$ cat src/rtl/core/bfd_pkg.sv
// ---------------------------------------------------------------------------
// bfd_pkg: shared types and constants for the box filter downsampler
// Widths, limits, register indexes and the words passed between the
// front end, the band queue and the band accumulator.
// ---------------------------------------------------------------------------
`timescale 1ns / 1ps
`default_nettype none

package bfd_pkg;

	// Line store and level limits
	localparam int MAX_WIDTH  = 2048;
	localparam int MAX_LEVEL  = 4;
	localparam int NUM_CH     = 3;

	// Field widths
	localparam int PIX_W      = 8;
	localparam int SUM_W      = 16;
	localparam int COL_W      = 11;
	localparam int ROW_W      = 16;
	localparam int WIDTH_W    = 12;
	localparam int HEIGHT_W   = 16;
	localparam int LEVEL_W    = 3;
	localparam int SHIFT_W    = 4;
	localparam int ADDR_W     = $clog2(MAX_WIDTH);
	localparam int BAND_W     = NUM_CH * SUM_W;

	// Configuration port
	localparam int CFG_IDX_W  = 2;
	localparam int CFG_DATA_W = 16;

	// Band queue
	localparam int QUEUE_DEPTH = 4;
	localparam int QPTR_W      = $clog2(QUEUE_DEPTH);

	// Result buffer
	localparam int OBUF_DEPTH  = 2;
	localparam int OPTR_W      = $clog2(OBUF_DEPTH);

	// Register indexes
	typedef enum logic [CFG_IDX_W-1:0] {
		CFG_SRC_WIDTH  = 2'd0,
		CFG_SRC_HEIGHT = 2'd1,
		CFG_LEVEL      = 2'd2
	} cfg_index_t;

	typedef logic [NUM_CH-1:0][SUM_W-1:0] sum3_t;

	// One finished horizontal block run, to be folded into the line store
	typedef struct packed {
		logic [ADDR_W-1:0]  addr;
		sum3_t              hsum;
		logic               row_first;
		logic               row_last;
		logic [ROW_W-1:0]   orow;
		logic               last;
		logic [LEVEL_W-1:0] lv;
	} bfd_band_op_t;

	// One output pixel
	typedef struct packed {
		logic [NUM_CH-1:0][PIX_W-1:0] avg;
		logic [COL_W-1:0]             col;
		logic [ROW_W-1:0]             row;
		logic                         last;
	} bfd_result_t;

endpackage

`default_nettype wire

$ cat src/rtl/core/bfd_front.sv
// ---------------------------------------------------------------------------
// bfd_front: pixel intake, position tracking and horizontal summing
// Holds the configuration registers, tracks the source position, sums
// pixels across each block row and queues one word per finished run.
// ---------------------------------------------------------------------------
`timescale 1ns / 1ps
`default_nettype none

module bfd_front import bfd_pkg::*; (
	input  wire logic                  clk,
	input  wire logic                  arst_n,
	// configuration
	input  wire logic                  cfg_valid,
	output      logic                  cfg_ready,
	input  wire logic [CFG_IDX_W-1:0]  cfg_index,
	input  wire logic [CFG_DATA_W-1:0] cfg_data,
	// source pixels
	input  wire logic                  pix_valid,
	output      logic                  pix_stall,
	input  wire logic [PIX_W-1:0]      red,
	input  wire logic [PIX_W-1:0]      green,
	input  wire logic [PIX_W-1:0]      blue,
	// band queue
	input  wire logic                  q_full,
	output      logic                  q_push,
	output      bfd_band_op_t          q_wdata
);

	logic [WIDTH_W-1:0]  src_width_q;
	logic [HEIGHT_W-1:0] src_height_q;
	logic [LEVEL_W-1:0]  level_q;

	logic [COL_W-1:0]    col_q;
	logic [ROW_W-1:0]    row_q;
	sum3_t               hsum_q;

	logic [WIDTH_W-1:0]  w_eff;
	logic [HEIGHT_W-1:0] h_eff;
	logic [LEVEL_W-1:0]  lv;
	logic [ROW_W-1:0]    mask;
	logic [WIDTH_W-1:0]  ow;
	logic [ROW_W-1:0]    oh;
	logic [COL_W-1:0]    ocol;
	logic [ROW_W-1:0]    orow;
	logic                active;
	logic                col_first;
	logic                col_last;
	logic                row_first;
	logic                row_last;
	logic                col_wrap;
	logic                row_wrap;
	logic                accept;
	sum3_t               px;
	sum3_t               hsum_next;

	assign cfg_ready = 1'b1;

	// Configuration registers
	always_ff @(posedge clk or negedge arst_n) begin
		if (!arst_n) begin
			src_width_q  <= WIDTH_W'(1024);
			src_height_q <= HEIGHT_W'(768);
			level_q      <= LEVEL_W'(1);
		end else if (cfg_valid && cfg_ready) begin
			case (cfg_index)
				CFG_SRC_WIDTH:  src_width_q  <= cfg_data[WIDTH_W-1:0];
				CFG_SRC_HEIGHT: src_height_q <= cfg_data[HEIGHT_W-1:0];
				CFG_LEVEL:      level_q      <= cfg_data[LEVEL_W-1:0];
				default: ;
			endcase
		end
	end

	// Effective geometry: zero means one, width and level saturate
	always_comb begin
		if (src_width_q == '0) begin
			w_eff = WIDTH_W'(1);
		end else if (src_width_q > WIDTH_W'(MAX_WIDTH)) begin
			w_eff = WIDTH_W'(MAX_WIDTH);
		end else begin
			w_eff = src_width_q;
		end
		h_eff = (src_height_q == '0) ? HEIGHT_W'(1) : src_height_q;
		lv    = (level_q > LEVEL_W'(MAX_LEVEL)) ? LEVEL_W'(MAX_LEVEL) : level_q;
	end

	// Block position of the current pixel
	assign mask      = (ROW_W'(1) << lv) - ROW_W'(1);
	assign ow        = w_eff >> lv;
	assign oh        = h_eff >> lv;
	assign ocol      = col_q >> lv;
	assign orow      = row_q >> lv;
	assign active    = (WIDTH_W'(ocol) < ow) && (orow < oh);
	assign col_first = (col_q & mask[COL_W-1:0]) == '0;
	assign col_last  = (col_q & mask[COL_W-1:0]) == mask[COL_W-1:0];
	assign row_first = (row_q & mask) == '0;
	assign row_last  = (row_q & mask) == mask;
	assign col_wrap  = (WIDTH_W'(col_q) + WIDTH_W'(1)) >= w_eff;
	assign row_wrap  = ((ROW_W + 1)'(row_q) + (ROW_W + 1)'(1)) >= (ROW_W + 1)'(h_eff);

	// Horizontal run sum, restarted at the first column of each block
	assign px = {SUM_W'(blue), SUM_W'(green), SUM_W'(red)};
	always_comb begin
		for (int k = 0; k < NUM_CH; k++) begin
			hsum_next[k] = col_first ? px[k] : hsum_q[k] + px[k];
		end
	end

	// Handshake: a full band queue holds off the source
	assign pix_stall = q_full;
	assign accept    = pix_valid && !pix_stall;

	// Position counters and run sum
	always_ff @(posedge clk or negedge arst_n) begin
		if (!arst_n) begin
			col_q  <= '0;
			row_q  <= '0;
			hsum_q <= '0;
		end else if (accept) begin
			if (active) begin
				hsum_q <= hsum_next;
			end
			if (col_wrap) begin
				col_q <= '0;
				row_q <= row_wrap ? '0 : row_q + ROW_W'(1);
			end else begin
				col_q <= col_q + COL_W'(1);
			end
		end
	end

	// Word for the band accumulator at the end of each block run
	assign q_push = accept && active && col_last;
	always_comb begin
		q_wdata.addr      = ocol[ADDR_W-1:0];
		q_wdata.hsum      = hsum_next;
		q_wdata.row_first = row_first;
		q_wdata.row_last  = row_last;
		q_wdata.orow      = orow;
		q_wdata.last      = (WIDTH_W'(ocol) == ow - WIDTH_W'(1)) && (orow == oh - ROW_W'(1));
		q_wdata.lv        = lv;
	end

endmodule

`default_nettype wire

$ cat config.mk
export PLATFORM = sky130hd
export DESIGN_NAME = bfd_front
export DESIGN_NICKNAME = d
export VERILOG_FILES = /design/src/rtl/core/bfd_pkg.sv /design/src/rtl/core/bfd_front.sv
export SDC_FILE = /design/constraint.sdc
export NUM_CORES = 1
export LEC_CHECK = 0
export BUFFER_PORTS_ARGS = -buffer_cell sky130_fd_sc_hd__buf_4
export CAP_MARGIN = 30
export CORE_ASPECT_RATIO = 2
export CORE_MARGIN = 2
export CORE_UTILIZATION = 50
export DETAILED_ROUTE_END_ITERATION = 16
export GPL_ROUTABILITY_DRIVEN = 0
export GPL_TIMING_DRIVEN = 0
export PLACE_DENSITY = 0.77
export SLEW_MARGIN = 5
export SYNTH_ARGS = -nofsm -noshare
export SYNTH_HDL_FRONTEND = slang
export SYNTH_SLANG_ARGS = --single-unit
export TNS_END_PERCENT = 50
$ cat constraint.sdc
create_clock -name clk -period 10.2 [get_ports clk]
set_input_delay 1.53 -clock clk [delete_from_list [all_inputs] [get_ports clk]]
set_output_delay 1.53 -clock clk [all_outputs]
set_load 0.005 [all_outputs]
==> metrics, run 1 <==
vias per cell=6.203; Total Wirelength=37230 microns; post_cts resized=0; critical path's slowest cell=nor2_1; fin nets=1573; sequential element share of the synthesized area=24.35%; max_slew headroom=32.32%; placed cell area=12270 sq um; Clk pin slew, worst setup/hold paths=0.08 ns; Non-Filler Instances=1721; Unique masters post-synth=101; Initial Utilization=50.78%; share of cells above drive strength 1=20.59%; Netlist Area Pre-Place=10910 sq um; die outline height=212.9 microns; clk_lat worst skew=0.38 ns; LEAKAGE=5.807 nW; most common cell after layout, fill and taps aside=nand2_1; Setup TNS=0 ns; cts hold-fix bufs=0; Clock Path Buffers=2; asr flop ratio synth=100.0%; Final Max Tran Viols=0; Internal Power=1.555 mW; Root Buffer=clkbuf_16; CTS tree=done; RSZ-0062 raised after global routing=false; WP data arrival=5.46 ns; worst path required time=8.67 ns; Clock power frac=13.1%; Final ANT Viol Nets=0; first-pass GRT wire length=57100 microns; initial antenna violation count=0; YS warnings=0; area leader, netlist=dfrtp_1; predominant post-synthesis flop cell=dfrtp_1; IO Pins=131; Bufs and invs on worst path=4; Max VDD drop=0.1505 mV; register bit total from synthesis=106; Setup Crit Path Kind=reg2out; Slew @ Worst Pin=1.007 ns; # rows=76; GRT Resource Usage Total=32.85%; gr ovfl total=0; Worst Setup End Kind=output pin; MaxCap Viol Count=0; Synth Area in Simple Gates=18.95%; fin area=12590 sq um; final core utilization=58.57%; routed len/inst=21.63 microns; type of origin of the critical path=flop; Compound-Gate Fraction of Synth Area=19.62%; H-tree levels=3; DP HPWL=29200 microns; mux cell area share after synthesis=12.77%; Core Box Area=21490 sq um; Placed Cells=1704; average cell area after synthesis=8.408 sq um; Max Fanout on Critical Path=10; Synth Instances=1298; number of remaining DRC errors=0; Worst path top cell family by delay=compound AO/OA/AOI/OAI gates; skew final=0.01544 ns; fillcell total=2000; die width=108.5 microns; Detailed Route Iter0 Violations=875; Hold/Removal Path Class=reg2reg; fin crit share=68.49%; # clock sinks=106; Buffers on Ports=129; ranking of synthesized cells by area=dfrtp_1, ha_1, nand2_1, mux2_2, xnor2_1; commonest non-fill, non-tap cells in the layout=nand2_1, buf_4, dfrtp_1; xor-xnor portion of the synthesized cell area=7.429%; final hold vios=0; Comb power frac=65.4%; Final setup viols=0; sequential power share=21.5%; P_sw=1.394 mW; Post-synth EDFFs=0; CTS Buf Count=9; Synth Area in Adders=10.02%; status=complete, no violations; Area Growth Syn to Fin=15.34%; PD cells=234.3 nW/um^2; Initial DRT Pass Iterations=6; Critical Path, Cell by Cell=buf_4, nor2_1, clkbuf_1, a222oi_1, or2_2, ha_1, nor2b_1, o21a_1, o21a_1, o21a_1, o311a_1, o211ai_2, nand4_2, clkbuf_1, a2111oi_1, buf_4; Tot Pwr=2.950 mW; Fmax=143.2 MHz; vias in the first global route=10810; Via Count=10680; main combinational cell family by area after synthesis=compound AO/OA/AOI/OAI gates; register area=2658 sq um; CP peak stage delay=0.64 ns; post-CTS setup buffers=0; Sw Share=47.27%; fin crit period=6.985 ns; Crit path top cell by count=o21a_1; multi-input logic area=7518 sq um; largest net degree at the start of global routing=76; share of the synthesized area in the top cell type=23.39%; die area=23100 sq um
==> metal layers <==
layer	GRT usage (%)	up-vias	routed length, microns
met5	0	-	0
met4	27.32	0	3411
met2	59.46	522	19230
li1	-	4910	-
met1	31.75	5036	12430
met3	5.098	208	2168
==> layout make-up <==
cell class | instances | share of cell area [%]
Sequential cell | 106 | 21.11
Antenna cell | 1 | 0.01988
Inverter | 64 | 1.909
Timing Repair Buffer | 132 | 8.012
Tap cell | 273 | 2.714
Multi-Input combinational cell | 1036 | 59.73
Clock inverter | 7 | 0.7356
Clock buffer | 9 | 1.789
Buffer | 93 | 3.976
==> synth_stat cells (all sizes together), types with 9 or more instances <==
| cell type | n |
|---|---|
| nand4 | 9 |
| nand2 | 154 |
| o21a | 10 |
| or2 | 13 |
| xor2 | 38 |
| ha | 81 |
| nand3 | 34 |
| a211oi | 20 |
| and3 | 19 |
| nand2b | 19 |
| buf | 51 |
| dfrtp | 102 |
| and2 | 11 |
| o21ai | 83 |
| a22o | 13 |
| mux2 | 78 |
| nor2b | 26 |
| o31ai | 9 |
| a21o | 24 |
| nor4 | 9 |
| xnor2 | 52 |
| nor2 | 90 |
| a21oi | 78 |
| mux2i | 37 |
| clkbuf | 42 |
| o211ai | 11 |
| inv | 64 |
| nor3 | 11 |
==> power groups by stage <==
stage               registers, mW  logic (mW)  clock network, mW
floorplan                   0.595        1.25                  0
detailed placement          0.637        1.89                  0
global route                0.643        2.10              0.409
finish                      0.634        1.93              0.387
global placement            0.630        1.84                  0
CTS                         0.628        1.90              0.395
==> cells by family after synthesis <==
group,Yosys count
multiplexers,120
other,2
flip-flops,106
AND/OR/NAND/NOR,416
AO/OA/AOI/OAI,320
adder cells (fa/ha/maj),86
buffers and inverters,157
XOR/XNOR,91
==> final timing paths <==
| path | from | end | slack (ns) | cells after the start |
|---|---|---|---|---|
| hold / removal | hsum_q[37] | hsum_q[37] | 0.50 | 1 |
| max in group asynchronous | arst_n | hsum_q[20] | 8.48 | 2 |
| min in group asynchronous | arst_n | src_height_q[13] | 1.03 | 1 |
| hold reg to reg | hsum_q[37] | hsum_q[37] | 0.50 | 1 |
| setup reg to reg | level_q[1] | hsum_q[43] | 5.15 | 16 |
| setup / recovery | level_q[1] | q_push | 3.21 | 16 |
==> registers in the layout, indices dropped and copies added, names as in the netlist <==
name and cells:
col_q 11, hsum_q 48, level_q 3, row_q 16
src_height_q 16, src_width_q 12
==> metrics by stage <==
step           hold WS, ns  setup slack [ns]
2_1_floorplan       0.4684             4.913
3_3_place_gp        0.4772             3.797
3_5_place_dp        0.4891             3.782
4_1_cts             0.5073             3.330
5_1_grt             0.5185             3.066
6_report            0.5038             3.215
Note: power is estimated with default switching activity, not from simulation.
==> run 2: changes to the inputs <==
==> constraint.sdc (replaced) <==
create_clock -name clk -period 6.92 [get_ports clk]
set_input_delay 1.038 -clock clk [delete_from_list [all_inputs] [get_ports clk]]
set_output_delay 1.038 -clock clk [all_outputs]
set_load 0.005 [all_outputs]
==> run 2 against run 1 <==
First-iteration DRC count grew 5.5%. Clock-buffer cell count did not move. Sequential cell count unchanged. Critical endpoint unchanged. Global-route usage is 0.051 points higher. Register-to-register slack lost 3.4 ns. Via count up 0.35%. Cell count stayed put. Largest power group unchanged.
==> metrics, run 2 (synthesized netlist as in run 1, its figures left out) <==
vias per cell=6.225 (+0.35%); status=complete, no violations; commonest non-fill, non-tap cells in the layout=nand2_1, buf_4, dfrtp_1; die area=23100 sq um (unchanged); fin nets=1573 (unchanged); routed len/inst=21.69 microns (+0.27%); RSZ-0062 raised after global routing=false; Setup Crit Path Kind=reg2out; # rows=76 (unchanged); Hold/Removal Path Class=reg2reg; CTS tree=done; PD cells=345.7 nW/um^2 (+48%); gr ovfl total=0 (unchanged); most common cell after layout, fill and taps aside=nand2_1; Slew @ Worst Pin=0.9868 ns (-0.01973 ns); Detailed Route Iter0 Violations=923 (+5.5%); vias in the first global route=10790 (-0.20%); LEAKAGE=5.807 nW (unchanged); skew final=0.01307 ns (-0.002371 ns); GRT Resource Usage Total=32.91% (+0.051 points); share of cells above drive strength 1=20.59% (unchanged); post_cts resized=0 (unchanged); Area Growth Syn to Fin=15.34% (unchanged); IO Pins=131 (unchanged); Top Registers=hsum_q x48, row_q x16, src_height_q x16; initial antenna violation count=0 (unchanged); Max Fanout on Critical Path=10 (unchanged); final hold vios=0 (unchanged); Core Box Area=21490 sq um (unchanged); H-tree levels=3 (unchanged); clk_lat worst skew=0.39 ns (about the same); MaxCap Viol Count=0 (unchanged); Via Count=10710 (+0.35%); DP HPWL=29200 microns (unchanged); WP data arrival=5.53 ns (+0.07 ns); Max VDD drop=0.2207 mV (+47%); Clock Path Buffers=2 (unchanged); largest net degree at the start of global routing=76 (unchanged); Final Max Tran Viols=0 (unchanged); die outline height=212.9 microns (unchanged); Clk pin slew, worst setup/hold paths=0.08 ns (about the same); type of origin of the critical path=flop; Final ANT Viol Nets=0 (unchanged); Initial Utilization=50.78% (unchanged); post-CTS setup buffers=0 (unchanged); die width=108.5 microns (unchanged); Root Buffer=clkbuf_16; Tot Pwr=4.352 mW (+48%); worst path required time=5.88 ns (-2.79 ns); fin crit share=94.88%; fin crit period=6.566 ns; number of remaining DRC errors=0 (unchanged); cts hold-fix bufs=0 (unchanged); Initial DRT Pass Iterations=6 (unchanged); Setup TNS=0 ns (unchanged); Total Wirelength=37330 microns (+0.27%); number of flip-flops in the largest register=48 (unchanged); Biggest register=hsum_q; Final setup viols=0 (unchanged); CTS Buf Count=9 (unchanged); Buffers on Ports=129 (unchanged); worst slack, placed=0.9939 ns (-2.788 ns); # clock sinks=106 (unchanged); Worst Setup End Kind=output pin; Fmax=152.3 MHz; setup slack after layout=0.3540 ns (-2.861 ns); first-pass GRT wire length=57190 microns (+0.16%); max_slew headroom=33.65% (+1.3 points)
[run 2: cell counts in the layout (fill, tap and decap cells not counted)]
Identical to the previous run, type by type.
[run 2: power breakdown]
group / leakage [nW] / switching [mW] / internal (mW)
clock network: 0.156 / 0.280 / 0.292
logic: 4.32 / 1.61 / 1.23
registers: 1.33 / 0.165 / 0.769
total: 5.81 / 2.06 / 2.29
[run 2: through the flow]
step,utilization [%],std cells,hold slack (ns),cell area [sq um]
2_1_floorplan,-,1299,0.4684,10920
3_3_place_gp,56.89,1701,0.4772,12230
3_5_place_dp,57.08,1704,0.4891,12270
4_1_cts,58.56,1720,0.5073,12580
5_1_grt,58.56,1720,0.5185,12580
6_report,58.57,1721,0.5036,12590
[run 2: area by class of cell]
type	count	area (sq um)
Antenna cell	1	2.502
Buffer	93	500.5
Clock buffer	9	225.2
Clock inverter	7	92.59
Fill cell	2000	8904
Inverter	64	240.2
Multi-Input combinational cell	1036	7518
Sequential cell	106	2658
Tap cell	273	341.6
Timing Repair Buffer	132	1008
[run 2: final timing paths]
kind	from	end	slack (ns)	cells past startpoint
worst max-delay path	level_q[1]	q_push	0.35	16
max in group asynchronous	arst_n	hsum_q[20]	5.69	2
worst min-delay path	hsum_q[37]	hsum_q[37]	0.50	1
worst min register to register	hsum_q[37]	hsum_q[37]	0.50	1
min in group asynchronous	arst_n	src_height_q[13]	0.53	1
worst max register to register	level_q[1]	hsum_q[43]	1.79	16
[run 2: worst max-delay path: stages (launching register included)]
cell and delay (ns):
dfrtp_1 0.36, buf_4 0.18, nor2_1 0.71, clkbuf_1 0.61, a222oi_1 0.24, or2_2 0.36
ha_1 0.27, nor2b_1 0.13, o21a_1 0.17, o21a_1 0.17, o21a_1 0.18, o311a_1 0.31
o211ai_2 0.22, nand4_2 0.27, clkbuf_1 0.40, a2111oi_1 0.37, buf_4 0.19
[run 2: layer usage]
| metal | up-vias | routed length (microns) | GRT usage [%] |
|---|---|---|---|
| li1 | 4905 | - | - |
| met1 | 5033 | 12430 | 31.86 |
| met2 | 571 | 19260 | 59.66 |
| met3 | 204 | 2298 | 5.159 |
| met4 | 0 | 3349 | 26.92 |
| met5 | - | 0 | 0 |
