File: config.mk
export PLATFORM = sky130hd
export DESIGN_NAME = bfd_queue
export DESIGN_NICKNAME = d
export VERILOG_FILES = /design/src/rtl/core/bfd_pkg.sv /design/src/rtl/core/bfd_queue.sv
export SDC_FILE = /design/constraint.sdc
export NUM_CORES = 1
export LEC_CHECK = 0
export BUFFER_PORTS_ARGS = -buffer_cell sky130_fd_sc_hd__buf_2
export CAP_MARGIN = 20
export CELL_PAD_IN_SITES_DETAIL_PLACEMENT = 1
export CELL_PAD_IN_SITES_GLOBAL_PLACEMENT = 2
export CORE_ASPECT_RATIO = 1.25
export CORE_UTILIZATION = 30
export CTS_BUF_LIST = sky130_fd_sc_hd__clkbuf_8 sky130_fd_sc_hd__clkbuf_16
export CTS_CLUSTER_SIZE = 28
export DETAILED_ROUTE_END_ITERATION = 16
export PLACE_DENSITY = 0.64
export SKIP_LAST_GASP = 1
export SLEW_MARGIN = 15
export SYNTH_ARGS = -nofsm -noshare
export SYNTH_HDL_FRONTEND = slang
export SYNTH_SLANG_ARGS = --single-unit
File: constraint.sdc
create_clock -name clk -period 6.5 [get_ports clk]
set_clock_uncertainty 0.15 [all_clocks]
set_input_delay 1.3 -clock clk [delete_from_list [all_inputs] [get_ports clk]]
set_output_delay 1.3 -clock clk [all_outputs]
set_load 0.05 [all_outputs]
File: src/rtl/core/bfd_pkg.sv
// ---------------------------------------------------------------------------
// bfd_pkg: shared types and constants for the box filter downsampler
// Widths, limits, register indexes and the words passed between the
// front end, the band queue and the band accumulator.
// ---------------------------------------------------------------------------
`timescale 1ns / 1ps
`default_nettype none

package bfd_pkg;

	// Line store and level limits
	localparam int MAX_WIDTH  = 2048;
	localparam int MAX_LEVEL  = 4;
	localparam int NUM_CH     = 3;

	// Field widths
	localparam int PIX_W      = 8;
	localparam int SUM_W      = 16;
	localparam int COL_W      = 11;
	localparam int ROW_W      = 16;
	localparam int WIDTH_W    = 12;
	localparam int HEIGHT_W   = 16;
	localparam int LEVEL_W    = 3;
	localparam int SHIFT_W    = 4;
	localparam int ADDR_W     = $clog2(MAX_WIDTH);
	localparam int BAND_W     = NUM_CH * SUM_W;

	// Configuration port
	localparam int CFG_IDX_W  = 2;
	localparam int CFG_DATA_W = 16;

	// Band queue
	localparam int QUEUE_DEPTH = 4;
	localparam int QPTR_W      = $clog2(QUEUE_DEPTH);

	// Result buffer
	localparam int OBUF_DEPTH  = 2;
	localparam int OPTR_W      = $clog2(OBUF_DEPTH);

	// Register indexes
	typedef enum logic [CFG_IDX_W-1:0] {
		CFG_SRC_WIDTH  = 2'd0,
		CFG_SRC_HEIGHT = 2'd1,
		CFG_LEVEL      = 2'd2
	} cfg_index_t;

	typedef logic [NUM_CH-1:0][SUM_W-1:0] sum3_t;

	// One finished horizontal block run, to be folded into the line store
	typedef struct packed {
		logic [ADDR_W-1:0]  addr;
		sum3_t              hsum;
		logic               row_first;
		logic               row_last;
		logic [ROW_W-1:0]   orow;
		logic               last;
		logic [LEVEL_W-1:0] lv;
	} bfd_band_op_t;

	// One output pixel
	typedef struct packed {
		logic [NUM_CH-1:0][PIX_W-1:0] avg;
		logic [COL_W-1:0]             col;
		logic [ROW_W-1:0]             row;
		logic                         last;
	} bfd_result_t;

endpackage

`default_nettype wire

File: src/rtl/core/bfd_queue.sv
// ---------------------------------------------------------------------------
// bfd_queue: short FIFO between front end and band accumulator
// Lets the intake keep taking pixels while the accumulator waits on
// the result side.
// ---------------------------------------------------------------------------
`timescale 1ns / 1ps
`default_nettype none

module bfd_queue import bfd_pkg::*; (
	input  wire logic         clk,
	input  wire logic         arst_n,
	input  wire logic         push,
	input  wire bfd_band_op_t wdata,
	output      logic         full,
	input  wire logic         pop,
	output      bfd_band_op_t rdata,
	output      logic         empty
);

	bfd_band_op_t          entry_q [QUEUE_DEPTH];
	logic [QPTR_W-1:0]     wr_ptr_q;
	logic [QPTR_W-1:0]     rd_ptr_q;
	logic [QPTR_W:0]       count_q;

	assign full  = count_q == (QPTR_W + 1)'(QUEUE_DEPTH);
	assign empty = count_q == '0;
	assign rdata = entry_q[rd_ptr_q];

	// Storage, no reset needed
	always_ff @(posedge clk) begin
		if (push) begin
			entry_q[wr_ptr_q] <= wdata;
		end
	end

	// Pointers and fill level
	always_ff @(posedge clk or negedge arst_n) begin
		if (!arst_n) begin
			wr_ptr_q <= '0;
			rd_ptr_q <= '0;
			count_q  <= '0;
		end else begin
			if (push) begin
				wr_ptr_q <= wr_ptr_q + QPTR_W'(1);
			end
			if (pop) begin
				rd_ptr_q <= rd_ptr_q + QPTR_W'(1);
			end
			case ({push, pop})
				2'b10:   count_q <= count_q + (QPTR_W + 1)'(1);
				2'b01:   count_q <= count_q - (QPTR_W + 1)'(1);
				default: ;
			endcase
		end
	end

endmodule

`default_nettype wire

==> flow_summary_export.csv, run 1 <==
group,metric,value,unit
finish,design_area,0.0146,mm2
finish,areaGrowthSynthToFinish,20.4,%
global_routing,grt_overflow_total,0,
finish,fin_nets,744,
global_routing,track_usage,12.1,%
routing,wirelength,24.6,mm
synthesis,synth_nets,551,
routing,postRouteAntennaNets,0,
clock_tree,numCtsBuffers,35,
die,initial_core_util,30.7,%
timing,post-route-period-util,68.1,%
clock_tree,htreeDepth,2,
timing,setup_ws,2.07,ns
timing,timing.slew.headroom,32.0,%
min_path,min_delay_path_depth,1,
run,cap_violations,0,
finish,finish.utilization,36.9,%
die,die_h,226,um
die,dieArea,0.0411,mm2
timing,hold_viol_final,0,
global_routing,met3_usage,3.29,%
clock_tree,ctsResizeCount,0,
timing,max_freq,226,MHz
critical_path,worstPathRequired,5.05,ns
timing,final_max_slew_viol_count,0,
critical_path,path_class,"register to output port",
critical_path,crit_arrival,2.98,ns
power,peakVddDrop,0.000284,V
global_routing,grt_max_degree,54,
synthesis,yosysWarnings,0,
placed_design,dp.cells,1114,
synthesis,netlist_area,0.0121,mm2
timing,tightest_slew,1.02,ns
clock_tree,clock_latency,0.50,ns
finish,n_fill_cell,3824,
min_path,min_from,"count_q[2]",
placed_design,place_area,0.0135,mm2
synthesis,ys_seq_area_share,81.9,%
synthesis,synth-seq-cells,331,
placed_design,pre_cts_slack,2.45,ns
synthesis,yosysUniqueCellTypes,17,
critical_path,reg2reg_from,"wr_ptr_q[0]",
routing,first_pass_iters,4,
global_routing,use_met1,14.1,%
critical_path,r2r-end,"entry_q[0][22]",
die,die_w,182,um
finish,instances_no_fill,1175,
finish,multi_input_area,0.00203,mm2
clock_tree,cts.clk_slew.worst_paths,0.05,ns
global_routing,grt_use_met2,21.2,%
finish,regArea,0.00991,mm2
global_routing,grt_pass1_vias,6119,
routing,num_vias,5385,
timing,tns,0,ns
min_path,hold_class,"register to register",
placed_design,port_buffers,167,
die,core-area,0.0394,mm2
routing,initialDrtViolationCount,202,
die,num_rows,81,
routing,wire_per_inst,20.9,um
placed_design,hpwlAfterDp,14.5,mm
timing,rsz0062_at_grt,"no",
routing,vias_per_cell,4.58,
global_routing,busiest_layer,"met2",
global_routing,antenna_found_initial,3,
clock_tree,cts_hold_buf,0,
synthesis,avgSynthCellArea,26.3,um2
critical_path,cp_max_fo,47,
power,power_density,524,mW/mm2
power,leakage,4.95,nW
clock_tree,cts_root_buf,"clkbuf_16",
clock_tree,postCtsSetupBuffers,0,
placed_design,gp_congestion,0.647,
timing,fin_crit,4.43,ns
finish,drive_gt1_share,45.0,%
min_path,whs_endpoint,"count_q[2]",
critical_path,rr_worst_depth,4,
clock_tree,clk_path_buf_depth,3,
routing,drc,0,
global_routing,grt_first_pass_wirelength,36.6,mm
critical_path,rrSetupSlack,3.96,ns
critical_path,crit_path_end_kind,"output port",
status,status,"completed",
synthesis,synthCells,460,
critical_path,start_kind,"register",
clock_tree,cts_tree,"done",
die,top_level_ports,168,
timing,setup_viol,0,
clock_tree,clock-sinks,331,
layer usage:
metal / part of all wire [%] / vias up
li1: - / 2351
met1: 40 / 2854
met2: 52 / 139
met3: 5.6 / 37
met4: 2.2 / 4
met5: 0.13 / -
cell usage in the layout, fill, tap and decap left out, types with 3 or more instances in the layout:
cell type / count
edfxtp_1: 324
buf_2: 167
mux4_2: 81
clkbuf_16: 37
inv_1: 12
clkinv_1: 11
buf_4: 7
ha_1: 5
dfrtp_1: 5
and2_4: 4
xor2_1: 4
nand2_1: 3
clkinv_2: 3
logic make-up after synthesis:
kind of cell    synth area share, %
simple gates                  0.424
xor+xnor                      0.435
flops                          81.9
compound gates               0.0828
mux                            15.1
buf+inv                        1.37
fa+ha+maj                     0.683
sequential cells by signal (all words and copies together) (netlist names):
| name | cells |
|---|---|
| entry_q | 324 |
| rd_ptr_q | 2 |
| wr_ptr_q | 2 |
| count_q | 3 |
layout make-up:
class                           count  area share [%]
Clock inverter                     23            1.01
Timing Repair Buffer              174            6.10
Clock buffer                       37            6.36
Tap cell                          498            4.28
Inverter                            6           0.155
Sequential cell                   331            68.1
Multi-Input combinational cell    105            14.0
Antenna cell                        1          0.0172
power by group:
part / switching (mW) / leakage [nW] / internal, mW
logic: 1.90 / 1.34 / 0.814
registers: 0.256 / 3.06 / 2.80
clock network: 0.762 / 0.549 / 1.10
total: 2.92 / 4.95 / 4.71
critical path: stages (launching register included):
cell and delay (ns):
dfrtp_4 1.09, buf_4 0.55, mux4_2 0.58, buf_2 0.23
through the flow:
stage                     power [mW]  hold slack [ns]
final                           7.63            0.353
after floorplan                 5.23            0.307
after detailed placement        5.90            0.342
after CTS                       7.78            0.352
after global routing            7.95            0.391
after global placement          5.83            0.323
how the worst max path moves through the flow:
stage / start / endpoint / slack (ns) / cells after the start
after CTS: rd_ptr_q[0] / rdata[43] / 1.89 / 3
final: rd_ptr_q[0] / rdata[71] / 2.07 / 3
after detailed placement: rd_ptr_q[0] / rdata[43] / 2.45 / 3
after global routing: rd_ptr_q[0] / rdata[43] / 1.81 / 3
after global placement: rd_ptr_q[0] / rdata[43] / 2.47 / 3
after floorplan: push / entry_q[0][0] / 2.72 / 1
synthesized netlist by cell type:
cell type	instances	area (um2)
and2_1	4	25.0
and3_1	1	6.26
buf_2	9	45.0
buf_4	1	7.51
buf_6	8	90.1
dfrtp_1	7	175
edfxtp_1	324	9730
fa_1	1	20.0
ha_1	5	62.6
inv_1	6	22.5
mux4_2	81	1820
nand2_1	3	11.3
nor2_1	1	3.75
nor3_1	1	5.00
o21ai_0	2	10.0
xnor2_1	2	17.5
xor2_1	4	35.0
No activity file was read; power rests on OpenSTA's default activity.
==> run 2, diff against run 1 <==
--- a/config.mk
+++ b/config.mk
@@ -14,7 +14,7 @@
 export CTS_BUF_LIST = sky130_fd_sc_hd__clkbuf_8 sky130_fd_sc_hd__clkbuf_16
 export CTS_CLUSTER_SIZE = 28
 export DETAILED_ROUTE_END_ITERATION = 16
-export PLACE_DENSITY = 0.64
+export PLACE_DENSITY = 0.67
 export SKIP_LAST_GASP = 1
 export SLEW_MARGIN = 15
 export SYNTH_ARGS = -nofsm -noshare
==> constraint.sdc (replaced) <==
create_clock -name clk -period 4 [get_ports clk]
set_clock_uncertainty 0.15 [all_clocks]
set_input_delay 0.8 -clock clk [delete_from_list [all_inputs] [get_ports clk]]
set_output_delay 0.8 -clock clk [all_outputs]
set_load 0.05 [all_outputs]
==> flow_summary_export.csv, run 2 (synthesized netlist as in run 1, its figures left out) <==
group,metric,value,unit
status,status,"completed",
die,num_rows,81,
clock_tree,cts_root_buf,"clkbuf_16",
power,p_int,7.83,mW
power,leakage,5.01,nW
finish,final_common_cell,"edfxtp_1",
routing,postRouteAntennaNets,0,
routing,initialDrtViolationCount,221,
critical_path,rrSetupSlack,1.76,ns
die,top_level_ports,168,
finish,largestRegisters,"entry_q: 324 flops, count_q: 3 flops",
timing,tns,0,ns
routing,wirelength,25.5,mm
finish,n_fill_cell,3758,
critical_path,rr_worst_depth,4,
finish,mostFrequentLayoutCells,"edfxtp_1, buf_2, mux4_2",
clock_tree,clk_path_buf_depth,3,
critical_path,path_class,"register to output port",
clock_tree,cts_tree,"done",
power,peakVddDrop,0.000468,V
finish,fin_nets,749,
power,power_density,860,mW/mm2
min_path,hold_class,"input pin to register",
finish,regMostFlops,"entry_q",
timing,timing.slew.headroom,42.3,%
placed_design,gp_congestion,0.663,
critical_path,path_buf_inv,2,
finish,drive_gt1_share,46.0,%
clock_tree,ctsResizeCount,0,
timing,fin_crit,3.46,ns
routing,wire_per_inst,21.5,um
critical_path,crit_arrival,2.51,ns
die,initial_core_util,30.7,%
clock_tree,cts.clk_slew.worst_paths,0.06,ns
min_path,whs_endpoint,"entry_q[3][71]",
critical_path,crit_path_end_kind,"output port",
die,dieArea,0.0411,mm2
power,p_sw,4.84,mW
clock_tree,cts_hold_buf,1,
finish,largest_register_ffs,324,
critical_path,crit_chain,"buf_12, mux4_2, buf_2",
power,clockPowerShare,25.1,%
die,die_w,182,um
global_routing,track_usage,12.6,%
placed_design,port_buffers,167,
global_routing,antenna_found_initial,3,
critical_path,cp_max_fo,30,
critical_path,critPathSlowestCell,"dfrtp_4",
global_routing,grt_overflow_total,0,
clock_tree,clock_latency,0.52,ns
power,finalPower,12.7,mW
global_routing,grt_max_degree,49,
power,p_comb_share,36.4,%
placed_design,hpwlAfterDp,15.2,mm
power,pwr-share-seq,38.5,%
critical_path,worstPathRequired,3.05,ns
routing,drc,0,
min_path,min_delay_path_depth,1,
global_routing,grt_first_pass_wirelength,38.1,mm
routing,num_vias,5450,
die,core-area,0.0394,mm2
routing,first_pass_iters,4,
critical_path,path_depth,3,
timing,tightest_slew,0.866,ns
timing,post-route-period-util,86.5,%
critical_path,r2r-end,"entry_q[0][57]",
timing,setup_viol,0,
min_path,min_from,"wdata[71]",
run,cap_violations,0,
clock_tree,postCtsSetupBuffers,0,
clock_tree,htreeDepth,2,
clock_tree,numCtsBuffers,36,
timing,hold_viol_final,0,
timing,max_freq,289,MHz
die,die_h,226,um
finish,areaGrowthSynthToFinish,21.9,%
timing,rsz0062_at_grt,"no",
routing,vias_per_cell,4.61,
timing,final_max_slew_viol_count,0,
critical_path,start_kind,"register",
critical_path,cp_top_family,"flip-flops",
global_routing,grt_pass1_vias,6310,
power,sw_frac_of_total,38.2,%
clock_tree,clock-sinks,331,
critical_path,reg2reg_from,"wr_ptr_q[0]",
critical_path,cpPeakStageDelay,0.91,ns
==> run 2: cell types whose count changed in the layout (fill, tap and decap cells not counted), sizes merged <==
cell / delta
bufinv: +1
diode: +1
buf: +3
inv: +1
clkinvlp: +1
dlygate4sd3: +1
==> run 2: through the flow <==
stage	area, um2	setup WS (ns)	std cells	hold WS, ns	util (%)
floorplan	12100	0.717	460	0.307	-
global placement	13600	1.01	1117	0.323	34.5
finish	14700	0.541	1183	0.345	37.4
detailed placement	13600	1.02	1117	0.366	34.5
CTS	14700	0.439	1181	0.311	37.4
global route	14700	0.385	1182	0.320	37.4
==> run 2: final cells by class <==
class	count	area [um2]	share of cell area (%)
Multi-Input combinational cell	105	2030	13.8
Clock buffer	37	926	6.28
Inverter	6	22.5	0.153
Clock inverter	26	209	1.42
Tap cell	498	623	4.23
Sequential cell	331	9910	67.3
Antenna cell	2	5.00	0.0340
Timing Repair Buffer	178	1010	6.84
==> run 2: power groups by stage <==
stage / combinational [mW] / sequential, mW / clock [mW]
after floorplan: 3.75 / 4.75 / 0
after global placement: 4.66 / 4.93 / 0
after detailed placement: 4.70 / 4.98 / 0
after CTS: 4.72 / 4.91 / 3.29
after global routing: 4.84 / 4.97 / 3.39
final: 4.61 / 4.88 / 3.18
==> run 2: worst max-delay path by stage <==
stage	startpoint	end	slack (ns)
finish	rd_ptr_q[0]	rdata[78]	0.54
global route	rd_ptr_q[0]	rdata[78]	0.39
CTS	rd_ptr_q[0]	rdata[8]	0.44
detailed placement	rd_ptr_q[0]	rdata[8]	1.02
global placement	rd_ptr_q[0]	rdata[2]	1.01
floorplan	push	entry_q[0][0]	0.72
==> run 2: per-layer routing <==
metal / global-route usage (%) / vias up / wire, um / share of wire (%)
met5: 0 / - / 32 / 0.13
met4: 4.40 / 4 / 589 / 2.3
met3: 3.32 / 42 / 1390 / 5.4
met2: 23.5 / 141 / 13900 / 54
met1: 13.6 / 2890 / 9590 / 38
li1: - / 2373 / - / -
==> run 3, diff against run 2 <==
--- a/config.mk
+++ b/config.mk
@@ -10,11 +10,11 @@
 export CELL_PAD_IN_SITES_DETAIL_PLACEMENT = 1
 export CELL_PAD_IN_SITES_GLOBAL_PLACEMENT = 2
 export CORE_ASPECT_RATIO = 1.25
-export CORE_UTILIZATION = 30
+export CORE_UTILIZATION = 41
 export CTS_BUF_LIST = sky130_fd_sc_hd__clkbuf_8 sky130_fd_sc_hd__clkbuf_16
 export CTS_CLUSTER_SIZE = 28
 export DETAILED_ROUTE_END_ITERATION = 16
-export PLACE_DENSITY = 0.67
+export PLACE_DENSITY = 0.84
 export SKIP_LAST_GASP = 1
 export SLEW_MARGIN = 15
 export SYNTH_ARGS = -nofsm -noshare
==> flow_summary_export.csv, run 3 (synthesized netlist as in run 1, its figures left out) <==
group,metric,value,unit
status,status,"completed",
clock_tree,cts_root_buf,"clkbuf_16",
critical_path,critPathSlowestCell,"dfrtp_4",
die,initial_core_util,42.1,%
clock_tree,cts_tree,"done",
finish,areaGrowthSynthToFinish,20.0,%
power,peakVddDrop,0.000476,V
timing,tightest_slew,0.871,ns
finish,largestRegisters,"entry_q: 324 flops, count_q: 3 flops",
critical_path,start_kind,"register",
global_routing,grt_overflow_total,0,
timing,rsz0062_at_grt,"no",
critical_path,crit_chain,"buf_4, mux4_2, buf_2",
timing,fin_crit,3.33,ns
global_routing,antenna_found_initial,2,
critical_path,path_class,"register to output port",
routing,wl_met2,12.9,mm
die,die_h,194,um
clock_tree,clock_latency,0.50,ns
clock_tree,postCtsSetupBuffers,0,
routing,routed-wl-met3,1.31,mm
finish,final_common_cell,"edfxtp_1",
global_routing,grt_pass1_vias,6283,
finish,mostFrequentLayoutCells,"edfxtp_1, buf_2, mux4_2",
timing,timing.hold.ws,0.347,ns
global_routing,grt_first_pass_wirelength,36.6,mm
critical_path,worstPathRequired,3.05,ns
placed_design,pre_cts_slack,1.11,ns
timing,post-route-period-util,83.3,%
critical_path,cp_max_fo,17,
global_routing,track_usage,16.5,%
clock_tree,ctsResizeCount,0,
run,cap_violations,0,
routing,wire_per_inst,22.4,um
clock_tree,numCtsBuffers,35,
power,power_density,859,mW/mm2
routing,drc,0,
clock_tree,clock-sinks,331,
die,num_rows,69,
routing,m1WireLength,9.29,mm
timing,setup_viol,0,
finish,regMostFlops,"entry_q",
critical_path,cpPeakStageDelay,0.65,ns
clock_tree,clk_path_buf_depth,3,
timing,timing.slew.headroom,42.0,%
routing,postRouteAntennaNets,0,
routing,num_vias,5450,
die,dieArea,0.0302,mm2
finish,drive_gt1_share,45.7,%
placed_design,port_buffers,167,
critical_path,crit_path_end_kind,"output port",
min_path,hold_class,"input pin to register",
timing,final_max_slew_viol_count,0,
routing,first_pass_iters,4,
placed_design,gp_congestion,0.702,
die,die_w,156,um
finish,largest_register_ffs,324,
timing,hold_viol_final,0,
timing,setup_ws,0.670,ns
timing,tns,0,ns
routing,initialDrtViolationCount,248,
placed_design,hpwlAfterDp,14.8,mm
finish,n_antenna_cell,0,
global_routing,grt_max_degree,53,
critical_path,crit_arrival,2.38,ns
finish,n_fill_cell,2577,
timing,max_freq,300,MHz
clock_tree,htreeDepth,2,
finish,fin_nets,748,
power,leakage,4.99,nW
routing,wirelength,24.0,mm
die,core-area,0.0287,mm2
die,top_level_ports,168,
routing,highest_layer,"met5",
routing,vias_per_cell,5.09,
clock_tree,cts.clk_slew.worst_paths,0.06,ns
run 3: cell types whose count changed in the layout (fill, tap and decap cells not counted), moves of 3 or more:
cell	previous run	this run
buf_12	7	4
buf_4	3	6
clkinv_1	10	6
clkinvlp_4	1	4
inv_1	9	14
inv_6	3	0
run 3: metal layers:
metal	vias to the layer above	GRT usage (%)
met4	2	4.90
met2	161	29.8
met1	2882	19.4
li1	2370	-
met5	-	0
met3	35	4.11
run 3: final cells by class:
cell class | instances | area (um2) | share of cell area (%)
well taps | 390 | 488 | 3.36
clock inverters | 24 | 163 | 1.12
inverters | 6 | 22.5 | 0.155
clock buffers | 37 | 926 | 6.38
repair buffers | 178 | 971 | 6.69
flip-flops and latches | 331 | 9910 | 68.3
multi-input cells | 105 | 2030 | 14.0
run 3: final timing paths:
check / startpoint / to / slack (ns) / depth (start not counted)
setup / recovery: rd_ptr_q[0] / rdata[66] / 0.67 / 3
min in group asynchronous: arst_n / count_q[0] / 0.53 / 2
hold / removal: wdata[76] / entry_q[1][76] / 0.35 / 1
setup reg to reg: wr_ptr_q[0] / entry_q[2][12] / 1.67 / 4
hold reg to reg: count_q[2] / count_q[2] / 0.36 / 1
max in group asynchronous: arst_n / rd_ptr_q[1] / 2.99 / 2
run 3: stage by stage:
stage          std cells  util [%]  cell area [um2]  total power [mW]
3_3_place_gp        1009      46.7            13400              9.44
2_1_floorplan        460         -            12100              8.50
5_1_grt             1071      50.5            14500              13.0
3_5_place_dp        1009      46.7            13400              9.60
4_1_cts             1071      50.5            14500              12.7
6_report            1071      50.5            14500              12.5
run 3: critical path: cells and delay by family (launching register included):
family	cells	cell delay (ns)
mux	1	0.57
flops	1	0.65
buf+inv	2	0.65
run 3: timing repair:
action | 4_1_cts | 5_1_grt
hold buffers | 1 | 0
hold endpoints to repair | 7 | 0
setup endpoints to repair | 0 | 0
run 3: report_power, final:
part	switching, mW	internal, mW
sequential	0.290	4.55
clock	1.23	1.79
combinational	3.22	1.38
